===== src/rtl/jbt_pkg.sv =====
// ----------------------------------------------------------------------------
// jbt_pkg
// Shared types, codes and character helpers for the byte-serial JSON lexer.
// ----------------------------------------------------------------------------
package jbt_pkg;

    // result queue depth, room for two results per item plus slack
    localparam int QDEPTH = 4;
    localparam int QPTR_W = $clog2(QDEPTH);
    localparam int QCNT_W = $clog2(QDEPTH + 1);

    // token kinds
    localparam logic [3:0] KIND_LBRACE = 4'd0;
    localparam logic [3:0] KIND_STRING = 4'd6;
    localparam logic [3:0] KIND_NUMBER = 4'd7;
    localparam logic [3:0] KIND_TRUE   = 4'd8;

    // symbol lookup result for a byte that is not a structural symbol
    localparam logic [2:0] SYM_NONE = 3'd6;

    // error codes
    localparam logic [2:0] ERR_NONE       = 3'd0;
    localparam logic [2:0] ERR_BAD_ESCAPE = 3'd1;
    localparam logic [2:0] ERR_END_ESC    = 3'd2;
    localparam logic [2:0] ERR_UNTERM_STR = 3'd3;
    localparam logic [2:0] ERR_BAD_NUMBER = 3'd4;
    localparam logic [2:0] ERR_BAD_KW     = 3'd5;
    localparam logic [2:0] ERR_BAD_SYMBOL = 3'd6;

    // keyword choices
    localparam logic [1:0] KW_TRUE  = 2'd0;
    localparam logic [1:0] KW_FALSE = 2'd1;
    localparam logic [1:0] KW_NULL  = 2'd2;

    typedef enum logic [3:0] {
        M_IDLE = 4'd0,
        M_STR  = 4'd1,
        M_ESC  = 4'd2,
        N_SIGN = 4'd3,
        N_ZERO = 4'd4,
        N_INT  = 4'd5,
        N_DOT  = 4'd6,
        N_FRAC = 4'd7,
        N_E    = 4'd8,
        N_ESGN = 4'd9,
        N_EXP  = 4'd10,
        M_KW   = 4'd11,
        M_ERR  = 4'd12
    } mode_t;

    typedef struct packed {
        logic [3:0] kind;
        logic [7:0] ch;
        logic       cv;
        logic       st;
        logic       en;
        logic [2:0] err;
        logic       done;
        logic       last;
    } res_t;

    // up to two results for one item
    typedef struct packed {
        logic [1:0] n;
        res_t       r0;
        res_t       r1;
    } res_pair_t;

    function automatic res_t mk_res(logic [3:0] kind, logic [7:0] ch, logic cv,
                                    logic st, logic en, logic [2:0] err,
                                    logic done);
        res_t r;
        r.kind = kind;
        r.ch   = ch;
        r.cv   = cv;
        r.st   = st;
        r.en   = en;
        r.err  = err;
        r.done = done;
        r.last = 1'b0;
        return r;
    endfunction

    function automatic logic is_ws(logic [7:0] b);
        return (b == 8'h20) || (b inside {[8'd9:8'd13]});
    endfunction

    function automatic logic is_digit(logic [7:0] b);
        return b inside {["0":"9"]};
    endfunction

    function automatic logic is_alpha(logic [7:0] b);
        return (b inside {["a":"z"]}) || (b inside {["A":"Z"]});
    endfunction

    function automatic logic [2:0] symbol_kind(logic [7:0] b);
        logic [2:0] s;
        case (b)
            "{":     s = 3'd0;
            "}":     s = 3'd1;
            ",":     s = 3'd2;
            ":":     s = 3'd3;
            "[":     s = 3'd4;
            "]":     s = 3'd5;
            default: s = SYM_NONE;
        endcase
        return s;
    endfunction

    function automatic logic [2:0] kw_len(logic [1:0] c);
        logic [2:0] n;
        case (c)
            KW_TRUE:  n = 3'd4;
            KW_FALSE: n = 3'd5;
            KW_NULL:  n = 3'd4;
            default:  n = 3'd0;
        endcase
        return n;
    endfunction

    // expected character at a position of the chosen keyword
    function automatic logic [7:0] kw_char(logic [1:0] c, logic [2:0] p);
        logic [7:0] ch;
        ch = 8'h00;
        case (c)
            KW_TRUE:
                case (p)
                    3'd0:    ch = "t";
                    3'd1:    ch = "r";
                    3'd2:    ch = "u";
                    3'd3:    ch = "e";
                    default: ch = 8'h00;
                endcase
            KW_FALSE:
                case (p)
                    3'd0:    ch = "f";
                    3'd1:    ch = "a";
                    3'd2:    ch = "l";
                    3'd3:    ch = "s";
                    3'd4:    ch = "e";
                    default: ch = 8'h00;
                endcase
            KW_NULL:
                case (p)
                    3'd0:    ch = "n";
                    3'd1:    ch = "u";
                    3'd2:    ch = "l";
                    3'd3:    ch = "l";
                    default: ch = 8'h00;
                endcase
            default: ch = 8'h00;
        endcase
        return ch;
    endfunction

    // {ok, decoded character}
    function automatic logic [8:0] unescape(logic [7:0] b);
        logic [8:0] v;
        case (b)
            "\"":    v = {1'b1, 8'h22};
            "\\":    v = {1'b1, 8'h5c};
            "/":     v = {1'b1, 8'h2f};
            "b":     v = {1'b1, 8'h08};
            "f":     v = {1'b1, 8'h0c};
            "n":     v = {1'b1, 8'h0a};
            "r":     v = {1'b1, 8'h0d};
            "t":     v = {1'b1, 8'h09};
            default: v = 9'h000;
        endcase
        return v;
    endfunction

    function automatic logic is_num_mode(mode_t m);
        return m inside {[N_SIGN:N_EXP]};
    endfunction

    // number grammar step, M_ERR on a character outside the grammar
    function automatic mode_t num_next(mode_t m, logic [7:0] b);
        logic  d;
        logic  e;
        mode_t v;
        d = is_digit(b);
        e = (b == "e") || (b == "E");
        case (m)
            N_SIGN:  v = (b == "0") ? N_ZERO : (d ? N_INT : M_ERR);
            N_ZERO:  v = (b == ".") ? N_DOT : (e ? N_E : M_ERR);
            N_INT:   v = d ? N_INT : ((b == ".") ? N_DOT : (e ? N_E : M_ERR));
            N_DOT:   v = d ? N_FRAC : M_ERR;
            N_FRAC:  v = d ? N_FRAC : (e ? N_E : M_ERR);
            N_E:     v = ((b == "+") || (b == "-")) ? N_ESGN : (d ? N_EXP : M_ERR);
            N_ESGN:  v = d ? N_EXP : M_ERR;
            N_EXP:   v = d ? N_EXP : M_ERR;
            default: v = M_ERR;
        endcase
        return v;
    endfunction

endpackage


===== src/rtl/jbt_lexer.sv =====
// ----------------------------------------------------------------------------
// jbt_lexer
// Lexer state and the single-pass decode of one item into up to two results.
// ----------------------------------------------------------------------------
module jbt_lexer
(
    input  logic              clk,
    input  logic              rst_n,
    input  logic              take,
    input  logic [7:0]        byte_in,
    input  logic              eoi,
    output jbt_pkg::res_pair_t pair
);
    import jbt_pkg::*;

    mode_t      mode_reg,  mode_next;
    logic [1:0] kw_choice_reg, kw_choice_next;
    logic [2:0] kw_pos_reg,    kw_pos_next;
    logic [2:0] lat_err_reg,   lat_err_next;

    logic [2:0] sym;
    logic [2:0] klen;
    logic [8:0] unesc;
    mode_t      nn;
    logic       close_ok;
    res_t       close_res;
    res_t       r0;
    res_t       r1;
    logic [1:0] n;

    assign sym   = symbol_kind(byte_in);
    assign klen  = kw_len(kw_choice_reg);
    assign unesc = unescape(byte_in);
    assign nn    = num_next(mode_reg, byte_in);

    // closing a pending number or keyword
    always_comb
    begin
        close_ok  = 1'b0;
        close_res = mk_res(KIND_LBRACE, 8'h00, 1'b0, 1'b0, 1'b0, ERR_BAD_KW, 1'b0);
        if (is_num_mode(mode_reg))
        begin
            if (mode_reg inside {N_ZERO, N_INT, N_FRAC, N_EXP})
            begin
                close_ok  = 1'b1;
                close_res = mk_res(KIND_NUMBER, 8'h00, 1'b0, 1'b0, 1'b1, ERR_NONE, 1'b0);
            end
            else
            begin
                close_res = mk_res(KIND_LBRACE, 8'h00, 1'b0, 1'b0, 1'b0,
                                   ERR_BAD_NUMBER, 1'b0);
            end
        end
        else if ((klen != 3'd0) && (kw_pos_reg == klen))
        begin
            close_ok  = 1'b1;
            close_res = mk_res(KIND_TRUE + {2'b00, kw_choice_reg}, 8'h00, 1'b0,
                               1'b1, 1'b1, ERR_NONE, 1'b0);
        end
    end

    // next state and results for the item
    always_comb
    begin
        mode_next      = mode_reg;
        kw_choice_next = kw_choice_reg;
        kw_pos_next    = kw_pos_reg;
        lat_err_next   = lat_err_reg;
        r0             = '0;
        r1             = '0;
        n              = 2'd0;

        if (eoi)
        begin
            // end item: flush pending token, then done
            if (mode_reg == M_STR)
            begin
                r0           = mk_res(KIND_LBRACE, 8'h00, 1'b0, 1'b0, 1'b0,
                                      ERR_UNTERM_STR, 1'b0);
                lat_err_next = ERR_UNTERM_STR;
                n            = 2'd1;
            end
            else if (mode_reg == M_ESC)
            begin
                r0           = mk_res(KIND_LBRACE, 8'h00, 1'b0, 1'b0, 1'b0,
                                      ERR_END_ESC, 1'b0);
                lat_err_next = ERR_END_ESC;
                n            = 2'd1;
            end
            else if (is_num_mode(mode_reg) || (mode_reg == M_KW))
            begin
                r0 = close_res;
                if (!close_ok)
                begin
                    lat_err_next = close_res.err;
                end
                n = 2'd1;
            end
            if (n == 2'd0)
            begin
                r0 = mk_res(KIND_LBRACE, 8'h00, 1'b0, 1'b0, 1'b0, lat_err_next, 1'b1);
                n  = 2'd1;
            end
            else
            begin
                r1 = mk_res(KIND_LBRACE, 8'h00, 1'b0, 1'b0, 1'b0, lat_err_next, 1'b1);
                n  = 2'd2;
            end
            mode_next      = M_IDLE;
            kw_choice_next = KW_TRUE;
            kw_pos_next    = 3'd0;
            lat_err_next   = ERR_NONE;
        end
        else
        begin
            case (mode_reg)
                M_IDLE:
                begin
                    if (is_ws(byte_in))
                    begin
                        n = 2'd0;
                    end
                    else if (byte_in == "\"")
                    begin
                        r0        = mk_res(KIND_STRING, 8'h00, 1'b0, 1'b1, 1'b0,
                                           ERR_NONE, 1'b0);
                        n         = 2'd1;
                        mode_next = M_STR;
                    end
                    else if ((byte_in == "-") || is_digit(byte_in))
                    begin
                        r0 = mk_res(KIND_NUMBER, byte_in, 1'b1, 1'b1, 1'b0,
                                    ERR_NONE, 1'b0);
                        n  = 2'd1;
                        if (byte_in == "-")
                        begin
                            mode_next = N_SIGN;
                        end
                        else if (byte_in == "0")
                        begin
                            mode_next = N_ZERO;
                        end
                        else
                        begin
                            mode_next = N_INT;
                        end
                    end
                    else if (is_alpha(byte_in))
                    begin
                        if ((byte_in == "t") || (byte_in == "f") || (byte_in == "n"))
                        begin
                            if (byte_in == "t")
                            begin
                                kw_choice_next = KW_TRUE;
                            end
                            else if (byte_in == "f")
                            begin
                                kw_choice_next = KW_FALSE;
                            end
                            else
                            begin
                                kw_choice_next = KW_NULL;
                            end
                            kw_pos_next = 3'd1;
                            mode_next   = M_KW;
                        end
                        else
                        begin
                            r0           = mk_res(KIND_LBRACE, 8'h00, 1'b0, 1'b0, 1'b0,
                                                  ERR_BAD_KW, 1'b0);
                            n            = 2'd1;
                            lat_err_next = ERR_BAD_KW;
                            mode_next    = M_ERR;
                        end
                    end
                    else if (sym != SYM_NONE)
                    begin
                        r0 = mk_res({1'b0, sym}, 8'h00, 1'b0, 1'b1, 1'b1, ERR_NONE, 1'b0);
                        n  = 2'd1;
                    end
                    else
                    begin
                        r0           = mk_res(KIND_LBRACE, 8'h00, 1'b0, 1'b0, 1'b0,
                                              ERR_BAD_SYMBOL, 1'b0);
                        n            = 2'd1;
                        lat_err_next = ERR_BAD_SYMBOL;
                        mode_next    = M_ERR;
                    end
                end
                M_STR:
                begin
                    if (byte_in == "\"")
                    begin
                        r0        = mk_res(KIND_STRING, 8'h00, 1'b0, 1'b0, 1'b1,
                                           ERR_NONE, 1'b0);
                        n         = 2'd1;
                        mode_next = M_IDLE;
                    end
                    else if (byte_in == "\\")
                    begin
                        mode_next = M_ESC;
                    end
                    else
                    begin
                        r0 = mk_res(KIND_STRING, byte_in, 1'b1, 1'b0, 1'b0, ERR_NONE, 1'b0);
                        n  = 2'd1;
                    end
                end
                M_ESC:
                begin
                    n = 2'd1;
                    if (unesc[8])
                    begin
                        r0        = mk_res(KIND_STRING, unesc[7:0], 1'b1, 1'b0, 1'b0,
                                           ERR_NONE, 1'b0);
                        mode_next = M_STR;
                    end
                    else
                    begin
                        r0           = mk_res(KIND_LBRACE, 8'h00, 1'b0, 1'b0, 1'b0,
                                              ERR_BAD_ESCAPE, 1'b0);
                        lat_err_next = ERR_BAD_ESCAPE;
                        mode_next    = M_ERR;
                    end
                end
                N_SIGN, N_ZERO, N_INT, N_DOT, N_FRAC, N_E, N_ESGN, N_EXP, M_KW:
                begin
                    if (is_ws(byte_in) || (sym != SYM_NONE))
                    begin
                        // terminator closes the token, a symbol follows it
                        r0 = close_res;
                        n  = 2'd1;
                        if (close_ok)
                        begin
                            mode_next = M_IDLE;
                            if (mode_reg == M_KW)
                            begin
                                kw_pos_next = 3'd0;
                            end
                            if (sym != SYM_NONE)
                            begin
                                r1 = mk_res({1'b0, sym}, 8'h00, 1'b0, 1'b1, 1'b1,
                                            ERR_NONE, 1'b0);
                                n  = 2'd2;
                            end
                        end
                        else
                        begin
                            lat_err_next = close_res.err;
                            mode_next    = M_ERR;
                        end
                    end
                    else if (mode_reg == M_KW)
                    begin
                        if ((kw_pos_reg < klen) &&
                            (byte_in == kw_char(kw_choice_reg, kw_pos_reg)))
                        begin
                            kw_pos_next = kw_pos_reg + 3'd1;
                        end
                        else
                        begin
                            r0           = mk_res(KIND_LBRACE, 8'h00, 1'b0, 1'b0, 1'b0,
                                                  ERR_BAD_KW, 1'b0);
                            n            = 2'd1;
                            lat_err_next = ERR_BAD_KW;
                            mode_next    = M_ERR;
                        end
                    end
                    else if (nn == M_ERR)
                    begin
                        r0           = mk_res(KIND_LBRACE, 8'h00, 1'b0, 1'b0, 1'b0,
                                              ERR_BAD_NUMBER, 1'b0);
                        n            = 2'd1;
                        lat_err_next = ERR_BAD_NUMBER;
                        mode_next    = M_ERR;
                    end
                    else
                    begin
                        r0        = mk_res(KIND_NUMBER, byte_in, 1'b1, 1'b0, 1'b0,
                                           ERR_NONE, 1'b0);
                        n         = 2'd1;
                        mode_next = nn;
                    end
                end
                default:
                begin
                    // error latched: bytes ignored until the end item
                    n = 2'd0;
                end
            endcase
        end

        // mark the last result of the item
        if (n == 2'd1)
        begin
            r0.last = 1'b1;
        end
        else if (n == 2'd2)
        begin
            r1.last = 1'b1;
        end
    end

    assign pair.n  = n;
    assign pair.r0 = r0;
    assign pair.r1 = r1;

    // lexer state
    always_ff @(posedge clk or negedge rst_n)
    begin
        if (!rst_n)
        begin
            mode_reg      <= M_IDLE;
            kw_choice_reg <= KW_TRUE;
            kw_pos_reg    <= 3'd0;
            lat_err_reg   <= ERR_NONE;
        end
        else if (take)
        begin
            mode_reg      <= mode_next;
            kw_choice_reg <= kw_choice_next;
            kw_pos_reg    <= kw_pos_next;
            lat_err_reg   <= lat_err_next;
        end
    end

`ifndef NO_ASSERTIONS
    a_err_only_in_err_mode: assert property (@(posedge clk) disable iff (!rst_n)
        (lat_err_reg != ERR_NONE) |-> (mode_reg == M_ERR))
        else $error("error latched outside error mode");

    a_kw_pos_range: assert property (@(posedge clk) disable iff (!rst_n)
        (mode_reg == M_KW) |-> ((kw_pos_reg >= 3'd1) && (kw_pos_reg <= 3'd5)
                                && (kw_choice_reg != 2'd3)))
        else $error("keyword position out of range");

    a_end_resets: assert property (@(posedge clk) disable iff (!rst_n)
        (take && eoi) |=> ((mode_reg == M_IDLE) && (lat_err_reg == ERR_NONE)
                           && (kw_pos_reg == 3'd0)))
        else $error("end item did not return lexer to idle");
`endif

endmodule


===== src/rtl/jbt_result_fifo.sv =====
// ----------------------------------------------------------------------------
// jbt_result_fifo
// Small result queue: up to two results written per cycle, one read per cycle.
// ----------------------------------------------------------------------------
module jbt_result_fifo
(
    input  logic               clk,
    input  logic               rst_n,
    input  logic               take,
    input  jbt_pkg::res_pair_t pair,
    output logic               space_ok,
    output logic               out_valid,
    input  logic               out_ready,
    output jbt_pkg::res_t      head
);
    import jbt_pkg::*;

    res_t                mem_reg [QDEPTH];
    logic [QPTR_W-1:0]   wr_ptr_reg, wr_ptr_next;
    logic [QPTR_W-1:0]   rd_ptr_reg, rd_ptr_next;
    logic [QCNT_W-1:0]   count_reg,  count_next;
    logic [QCNT_W-1:0]   count_after_pop;
    logic [1:0]          push_n;
    logic                pop;

    // pop and free space
    assign out_valid       = (count_reg != '0);
    assign head            = mem_reg[rd_ptr_reg];
    assign pop             = out_valid && out_ready;
    assign count_after_pop = count_reg - QCNT_W'(pop);
    assign space_ok        = (count_after_pop <= QCNT_W'(QDEPTH - 2));
    assign push_n          = take ? pair.n : 2'd0;

    // pointer and fill count update
    always_comb
    begin
        wr_ptr_next = wr_ptr_reg + QPTR_W'(push_n);
        rd_ptr_next = rd_ptr_reg + QPTR_W'(pop);
        count_next  = count_after_pop + QCNT_W'(push_n);
    end

    always_ff @(posedge clk or negedge rst_n)
    begin
        if (!rst_n)
        begin
            wr_ptr_reg <= '0;
            rd_ptr_reg <= '0;
            count_reg  <= '0;
        end
        else
        begin
            wr_ptr_reg <= wr_ptr_next;
            rd_ptr_reg <= rd_ptr_next;
            count_reg  <= count_next;
        end
    end

    // result storage
    always_ff @(posedge clk)
    begin
        if (push_n != 2'd0)
        begin
            mem_reg[wr_ptr_reg] <= pair.r0;
        end
        if (push_n == 2'd2)
        begin
            mem_reg[wr_ptr_reg + QPTR_W'(1)] <= pair.r1;
        end
    end

`ifndef NO_ASSERTIONS
    a_count_bound: assert property (@(posedge clk) disable iff (!rst_n)
        count_reg <= QCNT_W'(QDEPTH))
        else $error("result queue overfilled");

    a_no_overflow: assert property (@(posedge clk) disable iff (!rst_n)
        (push_n != 2'd0) |-> (count_after_pop <= QCNT_W'(QDEPTH - 2)))
        else $error("push without room for two results");

    a_pop_only: assert property (@(posedge clk) disable iff (!rst_n)
        (pop && (push_n == 2'd0)) |=> (count_reg == $past(count_reg) - QCNT_W'(1)))
        else $error("fill count wrong after read");
`endif

endmodule


===== src/rtl/json_byte_tokenizer_unit.sv =====
// ----------------------------------------------------------------------------
// json_byte_tokenizer_unit
// Byte-serial JSON lexer: one byte item in, zero to two token results out.
// ----------------------------------------------------------------------------
// One input byte a cycle is taken while the queue has room. Each item passes
// through an input register and one pass of decode logic into a four-entry
// result queue. The queue delivers one result a cycle while out_ready is
// high, so an item that gives two results (a number or keyword ended by a
// symbol, or an end item that closes a pending token) is delivered in two
// turns; a new item is decoded whenever the queue has room for two results,
// and items giving no result (whitespace, keyword letters) take no queue
// entry. An error gives one error result, and every later byte is dropped
// until the end item, which always gives a final done result with the error.
module json_byte_tokenizer_unit
(
    input  logic       clk,
    input  logic       rst_n,
    input  logic       in_valid,
    output logic       in_ready,
    input  logic [7:0] in_byte,
    input  logic       end_of_input,
    output logic       out_valid,
    input  logic       out_ready,
    output logic [3:0] token_kind,
    output logic [7:0] char_out,
    output logic       char_valid,
    output logic       token_start,
    output logic       token_end,
    output logic [2:0] error_code,
    output logic       stream_done,
    output logic       last_of_run
);
    import jbt_pkg::*;

    logic       hold_valid_reg;
    logic [7:0] byte_reg;
    logic       eoi_reg;
    logic       take;
    logic       space_ok;
    res_pair_t  pair;
    res_t       head;

    // input register, refilled as soon as its item is decoded
    assign take     = hold_valid_reg && space_ok;
    assign in_ready = !hold_valid_reg || take;

    always_ff @(posedge clk or negedge rst_n)
    begin
        if (!rst_n)
        begin
            hold_valid_reg <= 1'b0;
        end
        else if (in_ready)
        begin
            hold_valid_reg <= in_valid;
        end
    end

    always_ff @(posedge clk)
    begin
        if (in_valid && in_ready)
        begin
            byte_reg <= in_byte;
            eoi_reg  <= end_of_input;
        end
    end

    // decode
    jbt_lexer u_lexer
    (
        .clk     (clk),
        .rst_n   (rst_n),
        .take    (take),
        .byte_in (byte_reg),
        .eoi     (eoi_reg),
        .pair    (pair)
    );

    // result queue
    jbt_result_fifo u_fifo
    (
        .clk       (clk),
        .rst_n     (rst_n),
        .take      (take),
        .pair      (pair),
        .space_ok  (space_ok),
        .out_valid (out_valid),
        .out_ready (out_ready),
        .head      (head)
    );

    // result fields
    assign token_kind  = head.kind;
    assign char_out    = head.ch;
    assign char_valid  = head.cv;
    assign token_start = head.st;
    assign token_end   = head.en;
    assign error_code  = head.err;
    assign stream_done = head.done;
    assign last_of_run = head.last;

endmodule

===== config.mk =====
export PLATFORM = sky130hd
export DESIGN_NAME = json_byte_tokenizer_unit
export DESIGN_NICKNAME = d
export VERILOG_FILES = /design/src/rtl/jbt_pkg.sv /design/src/rtl/jbt_lexer.sv /design/src/rtl/jbt_result_fifo.sv /design/src/rtl/json_byte_tokenizer_unit.sv
export SDC_FILE = /design/constraint.sdc
export NUM_CORES = 1
export LEC_CHECK = 0
export BUFFER_PORTS_ARGS = -buffer_cell sky130_fd_sc_hd__buf_2
export CAP_MARGIN = 20
export CORE_MARGIN = 4
export CORE_UTILIZATION = 35
export CTS_BUF_LIST = sky130_fd_sc_hd__clkbuf_8
export DETAILED_ROUTE_END_ITERATION = 8
export PLACE_DENSITY = 0.61
export SLEW_MARGIN = 10
export SYNTH_ARGS = -nofsm -noshare
export SYNTH_HDL_FRONTEND = slang
export SYNTH_SLANG_ARGS = --single-unit

===== constraint.sdc =====
create_clock -name clk -period 9.6 [get_ports clk]
set_clock_uncertainty 0.1 [all_clocks]
set_input_delay 1.44 -clock clk [delete_from_list [all_inputs] [get_ports clk]]
set_output_delay 1.44 -clock clk [all_outputs]
set_load 0.05 [all_outputs]

==> summary.txt, run 1 <==
Run status
  – Outcome: finished, final reports clean

Die
  – Die Y-Extent: 150 µm
  – Effective utilization at floorplan: 36.0%
  – # rows: 51
  – Boundary pin count: 35
  – Total die area: 22600 µm²
  – Die Span X: 150 µm
  – Standard cell core area: 19700 µm²

GRT
  – Remaining Overflow, GRT: 0
  – Number of global-route vias before repair: 5424
  – Number of antenna violations at the first check in global routing: 0
  – Overall track demand over capacity in global routing: 17.4%
  – Pin count of the biggest net entering global routing: 33
  – Global-route wire length before repair: 30900 µm

Setup path
  – Cell with the biggest individual delay on the critical path: o21ai_0
  – Sort of element at the start of the critical path: input pin
  – Setup CP Type: input pin to output pin
  – Arrival time reported for the critical path endpoint: 2910 ps
  – List of cells traversed by the critical path: buf_2, and2_1, ha_1, ha_1, xor2_1, o21ai_0, buf_2
  – Dominant delay contributor by cell family on the critical path: buffers and inverters
  – Largest stage delay on the critical path: 330 ps
  – Kind of end point of the critical path: output pin
  – Count of buffering cells on the critical path with inverters included: 2
  – Required time at the worst-slack endpoint: 8060 ps
  – Max FO, Critical Path: 3

Power
  – Power density relative to cell area: 360 nW/µm²
  – Total leakage power: 2.90 nW
  – Peak ir drop on the vdd network: 0.000108 V

STA
  – Minimum clock period after layout: 4450 ps
  – Setup-violating endpoint count in the final report: 0
  – TNS Setup: 0 ps
  – Setup repair after global routing missed its margin: false
  – Final-report max-slew violation count: 0
  – Slew at the pin closest to its max-slew limit: 977 ps
  – Timing-limited maximum frequency: 225 MHz
  – Post-route worst hold slack: 370 ps
  – Final Cycle Share: 46.3%
  – Least setup slack across all paths after layout: 5150 ps
  – Worst slew margin relative to its limit: 34.9%
  – Hold Vio Cnt, Final: 0

Yosys
  – Post-synth EDFFs: 49
  – Synthesized area per cell: 9.61 µm²
  – Synth top area share: 20.7%
  – Synthesis-stage register bit count: 109
  – Library cells used by synthesis: 83
  – Post-synth top cells: nand2_1, nor2_1, edfxtp_1
  – Number of synthesis warnings: 0
  – Synth top area cells: edfxtp_1, dfxtp_1, dfrtp_1
  – Synthesized Nets: 763
  – FFs w/ async S/R, synth: 18.3%
  – Cell type with the highest aggregate area in the netlist: edfxtp_1
  – Portion of the post-synthesis area used by sequential elements: 39.0%
  – Main flop type after synthesis: edfxtp_1
  – Instance count of the mapped netlist: 739
  – Syn Std Cell Area: 7100 µm²
  – Most frequent cell after synthesis: nand2_1

Clocking
  – Number of buffers on the longest clock path: 2
  – # clock sinks: 109
  – Depth of the CTS H-tree: 3
  – Reg clk slew, reported paths: 110 ps
  – Hold-fix buffers at CTS: 0
  – Quantity of gates resized following cts: 0
  – Latest clock arrival within the worst-skew pair: 380 ps
  – CTS root buf: clkbuf_8
  – Number of post-CTS setup repair buffers: 0
  – CTS Buf Count: 9
  – CTS tree: yes

Detailed routing
  – Post-detailed-route wirelength per cell: 19.3 µm
  – Initial DRC Count: 616
  – Length of the first detailed-routing pass in iterations: 6
  – WL met3: 1330 µm
  – Ratio of routed vias to standard cells: 5.87
  – Met2 routed WL: 8760 µm
  – Met1 layer wirelength in the final routing: 9070 µm
  – Antenna-violating nets left: 0
  – Detailed Route WL: 19400 µm
  – Count of vias placed by the detailed router: 5930
  – Residual DRC: 0
  – Highest routed layer: met4

Final layout
  – Number of nets in the final layout: 764
  – N_diodes: 0
  – Fillcell total: 1960
  – Share of final-layout standard cells stronger than drive strength 1: 16.9%
  – Largest register FFs: 80
  – Area growth, synth to finish: 7.64%

Job
  – Max-cap viol count: 0

Placement
  – Post-placement worst setup slack: 4960 ps
  – Half-perimeter wire length after detailed placement: 14100 µm
  – Buffers added on ports: 34
  – Weighted congestion reported at the end of routability-driven placement: 0.940

Hold path
  – Worst min path class: flop to flop
-- worst reg2reg max path: stages, from the launching register on --
cell and delay (ps):
dfrtp_1 680, nand2b_1 280, inv_1 90, ha_1 310
nand3b_1 100, o21ai_0 100, a32oi_1 490, or3_1 430
a21oi_4 140, inv_2 120, o21ai_0 110, o21ai_1 700
inv_1 410
-- metal layers --
metal	global-route usage [%]	up-vias
li1	-	2795
met1	26.0	2861
met2	26.3	249
met3	3.25	25
met4	3.71	0
met5	0	-
-- through the flow --
step / utilization [%] / area, µm² / cells / total power (W)
4_1_cts: 38.8 / 7650 / 1010 / 0.00276
2_1_floorplan: - / 7100 / 739 / 0.00208
3_5_place_dp: 37.8 / 7450 / 994 / 0.00246
3_3_place_gp: 37.8 / 7450 / 994 / 0.00245
5_1_grt: 38.8 / 7650 / 1010 / 0.00294
6_report: 38.8 / 7650 / 1010 / 0.00275
-- cell type report --
class	count	area (µm²)	area share [%]
flip-flops and latches	109	2770	36.3
clock inverters	7	76.3	0.998
repair buffers	44	245	3.21
well taps	265	332	4.34
clock buffers	9	124	1.62
inverters	23	86.3	1.13
multi-input cells	553	4010	52.4
-- kinds of logic (layout without fill, tap and decap cells) --
family	after synthesis	after routing	share of synthesized area [%]
simple gates	261	261	19.2
buf+inv	77	83	4.51
flops	109	109	39.0
compound gates	214	214	20.7
fa+ha+maj	11	11	2.04
xor+xnor	10	10	1.23
mux	57	57	13.3
-- layout by cell type, fill, tap and decap left out, types with 22 or more instances in the layout --
| cell | count |
|---|---|
| nor2_1 | 51 |
| and2_1 | 29 |
| o21ai_0 | 42 |
| nand2_1 | 66 |
| nor3_1 | 23 |
| mux2_4 | 24 |
| a21oi_1 | 38 |
| inv_1 | 22 |
| dfxtp_1 | 40 |
| buf_2 | 34 |
| o22ai_1 | 34 |
| edfxtp_1 | 49 |
-- worst paths after layout --
kind,startpoint,endpoint,slack (ps),cells past startpoint
setup / recovery,out_ready,in_ready,5150,7
hold / removal,u_fifo.mem_reg[2][7]$_SDFFE_PP0P_,u_fifo.mem_reg[2][7]$_SDFFE_PP0P_,370,2
setup reg to reg,u_lexer.kw_choice_reg[1]$_DFFE_PN0P_,u_fifo.mem_reg[3][5]$_DFFE_PP_,5210,12
hold reg to reg,u_fifo.mem_reg[2][7]$_SDFFE_PP0P_,u_fifo.mem_reg[2][7]$_SDFFE_PP0P_,370,2
max in group asynchronous,rst_n,u_lexer.lat_err_reg[2]$_DFFE_PN0P_,8100,1
min in group asynchronous,rst_n,u_lexer.kw_pos_reg[2]$_DFFE_PN0P_,930,1
-- where the power goes --
group	internal, W	switching, W	leakage (nW)
combinational	0.000579	0.000997	1.75
sequential	0.000689	0.000199	1.03
clock	0.000123	0.000165	0.109
(Power assumes the default switching activity.)
==> inputs of run 2 (changes only) <==
==> constraint.sdc (replaced) <==
create_clock -name clk -period 4.51 [get_ports clk]
set_clock_uncertainty 0.1 [all_clocks]
set_input_delay 0.6765 -clock clk [delete_from_list [all_inputs] [get_ports clk]]
set_output_delay 0.6765 -clock clk [all_outputs]
set_load 0.05 [all_outputs]
==> run 2 against run 1 <==
Compared with the run above:
- clock power up 150%
- worst hold slack worse by 220 ps
- sequential power up 100%
- via count up 2.1%
- highest routed layer unchanged
- combinational power up 130%
- count of clock-buffer cells in the layout up 1
- first-iteration DRC count up 47%
==> summary.txt, run 2 (synthesis gave the netlist of run 1 again) <==
Clocking
  – Quantity of gates resized following cts: 0
  – Latest clock arrival within the worst-skew pair: 400 ps
  – CTS tree: yes
  – Hold-fix buffers at CTS: 0
  – Number of buffers on the longest clock path: 2
  – Reg clk slew, reported paths: 110 ps
  – CTS Buf Count: 9
  – Depth of the CTS H-tree: 3
  – Number of post-CTS setup repair buffers: 0
  – # clock sinks: 109
  – CTS root buf: clkbuf_8

Power
  – Overall power after layout: 0.00606 W
  – Power density relative to cell area: 775 nW/µm²
  – Peak ir drop on the vdd network: 0.000232 V
  – Total leakage power: 3.00 nW

Setup path
  – Max FO, Critical Path: 11
  – Largest stage delay on the critical path: 500 ps
  – Cell with the biggest individual delay on the critical path: o21ai_2
  – List of cells traversed by the critical path: buf_4, nand2_1, inv_1, ha_1, and3b_1, nand2_1, o311ai_0, nor3_1, o21ai_0, a311oi_2, o21ai_2, nand2_1
  – Kind of end point of the critical path: flop
  – Setup CP Type: flop to flop
  – Start of the worst register-to-register path: u_lexer.kw_choice_reg[1]$_DFFE_PN0P_
  – Number of cell instances on the worst register-to-register path: 12
  – CP Launch Point: u_lexer.kw_choice_reg[1]$_DFFE_PN0P_
  – Required time at the worst-slack endpoint: 4460 ps
  – Sort of element at the start of the critical path: flop
  – Arrival time reported for the critical path endpoint: 3830 ps
  – Crit-path most repeated cell: nand2_1

Detailed routing
  – Post-detailed-route wirelength per cell: 19.4 µm
  – Ratio of routed vias to standard cells: 5.89
  – Count of vias placed by the detailed router: 6057
  – Antenna-violating nets left: 0
  – Length of the first detailed-routing pass in iterations: 5
  – Residual DRC: 0
  – Initial DRC Count: 907
  – Detailed Route WL: 20000 µm

Final layout
  – Non-filler instance count after layout: 1029
  – Total area of multi-input combinational cells: 4010 µm²
  – Number of nets in the final layout: 783
  – N_diodes: 0
  – Most used cells in the layout excluding fill and tap cells: nand2_1, nor2_1, edfxtp_1
  – Area growth, synth to finish: 10.2%
  – Fillcell total: 1950
  – Area taken by flip-flops and latches: 2770 µm²
  – Share of final-layout standard cells stronger than drive strength 1: 19.0%
  – Most common cell after layout, fill and taps aside: nand2_1
  – Largest register FFs: 80

STA
  – Worst slew margin relative to its limit: 34.5%
  – Setup-violating endpoint count in the final report: 0
  – Timing-limited maximum frequency: 258 MHz
  – TNS Setup: 0 ps
  – Final Cycle Share: 86.1%
  – Minimum clock period after layout: 3880 ps
  – Setup repair after global routing missed its margin: false
  – Final-report max-slew violation count: 0
  – Hold Vio Cnt, Final: 0
  – Slew at the pin closest to its max-slew limit: 982 ps

Placement
  – Instance count after placement with tap cells included: 1013
  – Buffers added on ports: 34
  – Weighted congestion reported at the end of routability-driven placement: 0.961
  – Half-perimeter wire length after detailed placement: 14500 µm

Job
  – Max-cap viol count: 0

Hold path
  – Worst min path class: input pin to async pin

Die
  – Total die area: 22600 µm²
  – # rows: 51
  – Boundary pin count: 35
  – Standard cell core area: 19700 µm²
  – Die Span X: 150 µm
  – Die Y-Extent: 150 µm
  – Effective utilization at floorplan: 36.0%

GRT
  – Overall track demand over capacity in global routing: 17.9%
  – Pin count of the biggest net entering global routing: 32
  – Global-route wire length before repair: 31800 µm
  – Remaining Overflow, GRT: 0
  – Number of antenna violations at the first check in global routing: 0
  – Number of global-route vias before repair: 5669

Run status
  – Outcome: finished, final reports clean
## run 2: cell count changes in the layout (fill, tap and decap cells not counted)
| cell | delta |
|---|---|
| clkbuf_8 | +1 |
| bufinv_8 | -2 |
| inv_6 | -2 |
| bufinv_16 | +2 |
| clkinv_2 | -1 |
| inv_8 | +2 |
| buf_4 | +19 |
## run 2: cell type report
cell class,count,area share [%]
inverters,23,1.10
clock buffers,10,1.76
repair buffers,63,4.96
multi-input cells,553,51.2
flip-flops and latches,109,35.4
clock inverters,6,1.29
well taps,265,4.24
## run 2: per-layer routing
layer | global-route usage [%] | wire (µm) | up-vias
met5 | 0 | 0 | -
met4 | 4.85 | 337 | 0
li1 | - | - | 2828
met1 | 26.2 | 9290 | 2920
met2 | 27.2 | 9020 | 279
met3 | 3.07 | 1350 | 30
## run 2: power breakdown
group	internal, W	leakage, nW	switching [W]
Sequential	0.00147	1.03	0.000312
Clock	0.000340	0.118	0.000373
Combinational	0.00130	1.84	0.00228
Total	0.00310	3.00	0.00296
## run 2: final timing paths
check                                                  endpoint  slack (ps)
setup / recovery                 u_fifo.mem_reg[2][6]$_DFFE_PP_         630
hold / removal             u_lexer.kw_choice_reg[1]$_DFFE_PN0P_         150
setup reg to reg                 u_fifo.mem_reg[2][6]$_DFFE_PP_         630
hold reg to reg               u_fifo.mem_reg[1][7]$_SDFFE_PP0P_         370
max in group asynchronous            hold_valid_reg$_DFFE_PN0N_        3780
min in group clk                          byte_reg[3]$_DFFE_PP_         360
## run 2: metrics by stage
step	cell area, µm²	setup slack [ps]	hold slack, ps	util (%)
floorplan	7100	632	281	-
finish	7830	627	152	39.7
global placement	7590	806	343	38.5
global route	7830	273	177	39.7
CTS	7830	677	158	39.7
detailed placement	7590	728	347	38.5
## run 2: critical path: cells and delay by family, from the launching register on
| kind | cells | cell delay, ps |
|---|---|---|
| adder cells (fa/ha/maj) | 1 | 310 |
| AO/OA/AOI/OAI | 4 | 1430 |
| buffers and inverters | 2 | 280 |
| AND/OR/NAND/NOR | 5 | 950 |
| flip-flops | 1 | 470 |
==> inputs of run 3 (changes only) <==
--- a/config.mk
+++ b/config.mk
@@ -5,6 +5,7 @@
 export SDC_FILE = /design/constraint.sdc
 export NUM_CORES = 1
 export LEC_CHECK = 0
+export ABC_AREA = 1
 export BUFFER_PORTS_ARGS = -buffer_cell sky130_fd_sc_hd__buf_2
 export CAP_MARGIN = 20
 export CORE_MARGIN = 4
==> run 3 against run 2 <==
Compared with the run above:
- via count increased by 10%
- largest power group unchanged
- synthesized cell count increased by 29%
- largest cell class unchanged
- critical path type unchanged
- sequential cell count unchanged
- routed wire length increased by 7.4%
- die area decreased by 3.7%
- sequential share of layout area increased by 2.1 points
- clock power decreased by 12%
- area after synthesis decreased by 3.9%
- register-to-register slack improved by 190 ps
==> summary.txt, run 3 <==
Clocking
  – Depth of the CTS H-tree: 3
  – CTS root buf: clkbuf_8
  – Hold-fix buffers at CTS: 0
  – CTS Buf Count: 9
  – Reg clk slew, reported paths: 120 ps
  – Latest clock arrival within the worst-skew pair: 410 ps
  – CTS tree: yes
  – Number of buffers on the longest clock path: 2
  – Number of post-CTS setup repair buffers: 0
  – # clock sinks: 109
  – Quantity of gates resized following cts: 0

Placement
  – Weighted congestion reported at the end of routability-driven placement: 1.01
  – Buffers added on ports: 34
  – Instance count after placement with tap cells included: 1219
  – Half-perimeter wire length after detailed placement: 16200 µm
  – Post-placement worst setup slack: 567 ps

STA
  – Timing-limited maximum frequency: 271 MHz
  – Setup-violating endpoint count in the final report: 0
  – Minimum clock period after layout: 3690 ps
  – Slew at the pin closest to its max-slew limit: 1040 ps
  – Hold Vio Cnt, Final: 0
  – Final-report max-slew violation count: 0
  – Post-route worst hold slack: 98.9 ps
  – TNS Setup: 0 ps
  – Worst slew margin relative to its limit: 30.8%
  – Final Cycle Share: 81.8%
  – Least setup slack across all paths after layout: 820 ps
  – Setup repair after global routing missed its margin: false

Detailed routing
  – Post-detailed-route wirelength per cell: 17.4 µm
  – Length of the first detailed-routing pass in iterations: 5
  – Initial DRC Count: 631
  – Count of vias placed by the detailed router: 6673
  – Antenna-violating nets left: 0
  – Ratio of routed vias to standard cells: 5.40
  – Detailed Route WL: 21500 µm
  – Residual DRC: 0

Final layout
  – Fillcell total: 2032
  – Most common cell after layout, fill and taps aside: nand2_1
  – Final core utilization: 39.0%
  – Share of final-layout standard cells stronger than drive strength 1: 10.3%
  – Number of nets in the final layout: 995
  – Area growth, synth to finish: 8.34%
  – Largest register FFs: 80
  – N_diodes: 0
  – Non-filler instance count after layout: 1236
  – Most used cells in the layout excluding fill and tap cells: nand2_1, nand3_1, nor2_1

Die
  – Total die area: 21800 µm²
  – Effective utilization at floorplan: 36.0%
  – Boundary pin count: 35
  – Die Span X: 148 µm
  – Standard cell core area: 19000 µm²
  – Die Y-Extent: 148 µm
  – # rows: 50

Setup path
  – Kind of end point of the critical path: flop
  – Largest stage delay on the critical path: 430 ps
  – Cell with the biggest individual delay on the critical path: nor2_1
  – List of cells traversed by the critical path: nor2_1, a21boi_0, ha_1, ha_1, xnor2_1, o21ai_0, nor2_1, nand2_2, nand2_8, nand2_4, nand2_1
  – Max FO, Critical Path: 70
  – Arrival time reported for the critical path endpoint: 3670 ps
  – Setup CP Type: flop to flop
  – Worst-case register-to-register setup slack: 820 ps
  – Count of buffering cells on the critical path with inverters included: 0
  – Sort of element at the start of the critical path: flop
  – Required time at the worst-slack endpoint: 4490 ps
  – Dominant delay contributor by cell family on the critical path: simple AND/OR/NAND/NOR gates

GRT
  – Pin count of the biggest net entering global routing: 71
  – Global-route wire length before repair: 33900 µm
  – Remaining Overflow, GRT: 0
  – Number of global-route vias before repair: 6225
  – Overall track demand over capacity in global routing: 19.5%
  – Number of antenna violations at the first check in global routing: 0

Yosys
  – Most frequent cell after synthesis: nand2_1
  – Syn Std Cell Area: 6830 µm²
  – Portion of the post-synthesis area used by sequential elements: 40.6%
  – Post-synth EDFFs: 49
  – Instance count of the mapped netlist: 954
  – Synthesized Nets: 978
  – Library cells used by synthesis: 48
  – FFs w/ async S/R, synth: 18.3%
  – Main flop type after synthesis: edfxtp_1
  – Synth top area share: 21.6%
  – Synthesis-stage register bit count: 109
  – Synth top area cells: edfxtp_1, dfxtp_1, nand2_1
  – Post-synth top cells: nand2_1, nand3_1, nor2_1
  – Synthesized area per cell: 7.16 µm²
  – Number of synthesis warnings: 0
  – Cell type with the highest aggregate area in the netlist: edfxtp_1

Job
  – Max-cap viol count: 0

Power
  – Peak ir drop on the vdd network: 0.000372 V
  – Power density relative to cell area: 822 nW/µm²
  – Total leakage power: 3.38 nW

Run status
  – Outcome: finished, final reports clean

Hold path
  – Worst min path class: input pin to async pin
==> run 3: per-layer routing <==
metal	GRT usage [%]	share of wire, %	up-vias
li1	-	-	3249
met1	26.2	45	3119
met2	32.5	47	271
met3	2.73	5.7	34
met4	6.10	2.4	0
met5	0	0	-
==> run 3: area by class of cell <==
class | instances | area [µm²] | share of cell area, %
Multi-Input combinational cell | 699 | 3440 | 46.6
Sequential cell | 109 | 2770 | 37.5
Inverter | 107 | 402 | 5.43
Tap cell | 260 | 325 | 4.40
Timing Repair Buffer | 45 | 253 | 3.42
Clock buffer | 9 | 124 | 1.67
Clock inverter | 7 | 76.3 | 1.03
==> run 3: kinds of logic (layout without fill, tap and decap cells) <==
group | count (synthesis) | in the layout | share of synthesized area, %
xor gates and xnor gates | 6 | 6 | 0.770
adders and majority gates | 11 | 11 | 2.13
AOI/OAI and AO/OA | 207 | 207 | 16.9
and+or+nand+nor | 474 | 474 | 30.5
muxes | 1 | 1 | 0.147
DFF | 109 | 109 | 40.6
buffers and inverters | 146 | 168 | 8.94
==> run 3: worst paths after layout <==
check / start / endpoint / depth (start not counted)
worst max register to register: u_fifo.count_reg[2]$_DFF_PN0_ / u_fifo.mem_reg[2][16]$_DFFE_PP_ / 11
worst max-delay path: u_fifo.count_reg[2]$_DFF_PN0_ / u_fifo.mem_reg[2][16]$_DFFE_PP_ / 11
worst min register to register: u_fifo.mem_reg[1][15]$_SDFFE_PP0P_ / u_fifo.mem_reg[1][15]$_SDFFE_PP0P_ / 2
max in group asynchronous: rst_n / u_fifo.count_reg[0]$_DFF_PN0_ / 1
worst min-delay path: rst_n / u_lexer.kw_pos_reg[1]$_DFFE_PN0P_ / 1
min in group clk: in_byte[4] / byte_reg[4]$_DFFE_PP_ / 1
==> run 3: where the power goes <==
| part | switching (W) | leakage (nW) | total, W | internal [W] |
|---|---|---|---|---|
| Combinational | 0.00286 | 2.24 | 0.00382 | 0.000966 |
| Clock | 0.000406 | 0.102 | 0.000625 | 0.000219 |
| Sequential | 0.000215 | 1.04 | 0.00163 | 0.00142 |
| Total | 0.00348 | 3.38 | 0.00608 | 0.00261 |
==> run 3: through the flow <==
step	power [W]	instance area, µm²
5_1_grt	0.00652	7400
6_report	0.00608	7400
4_1_cts	0.00605	7390
3_5_place_dp	0.00543	7190
2_1_floorplan	0.00450	6830
3_3_place_gp	0.00541	7190
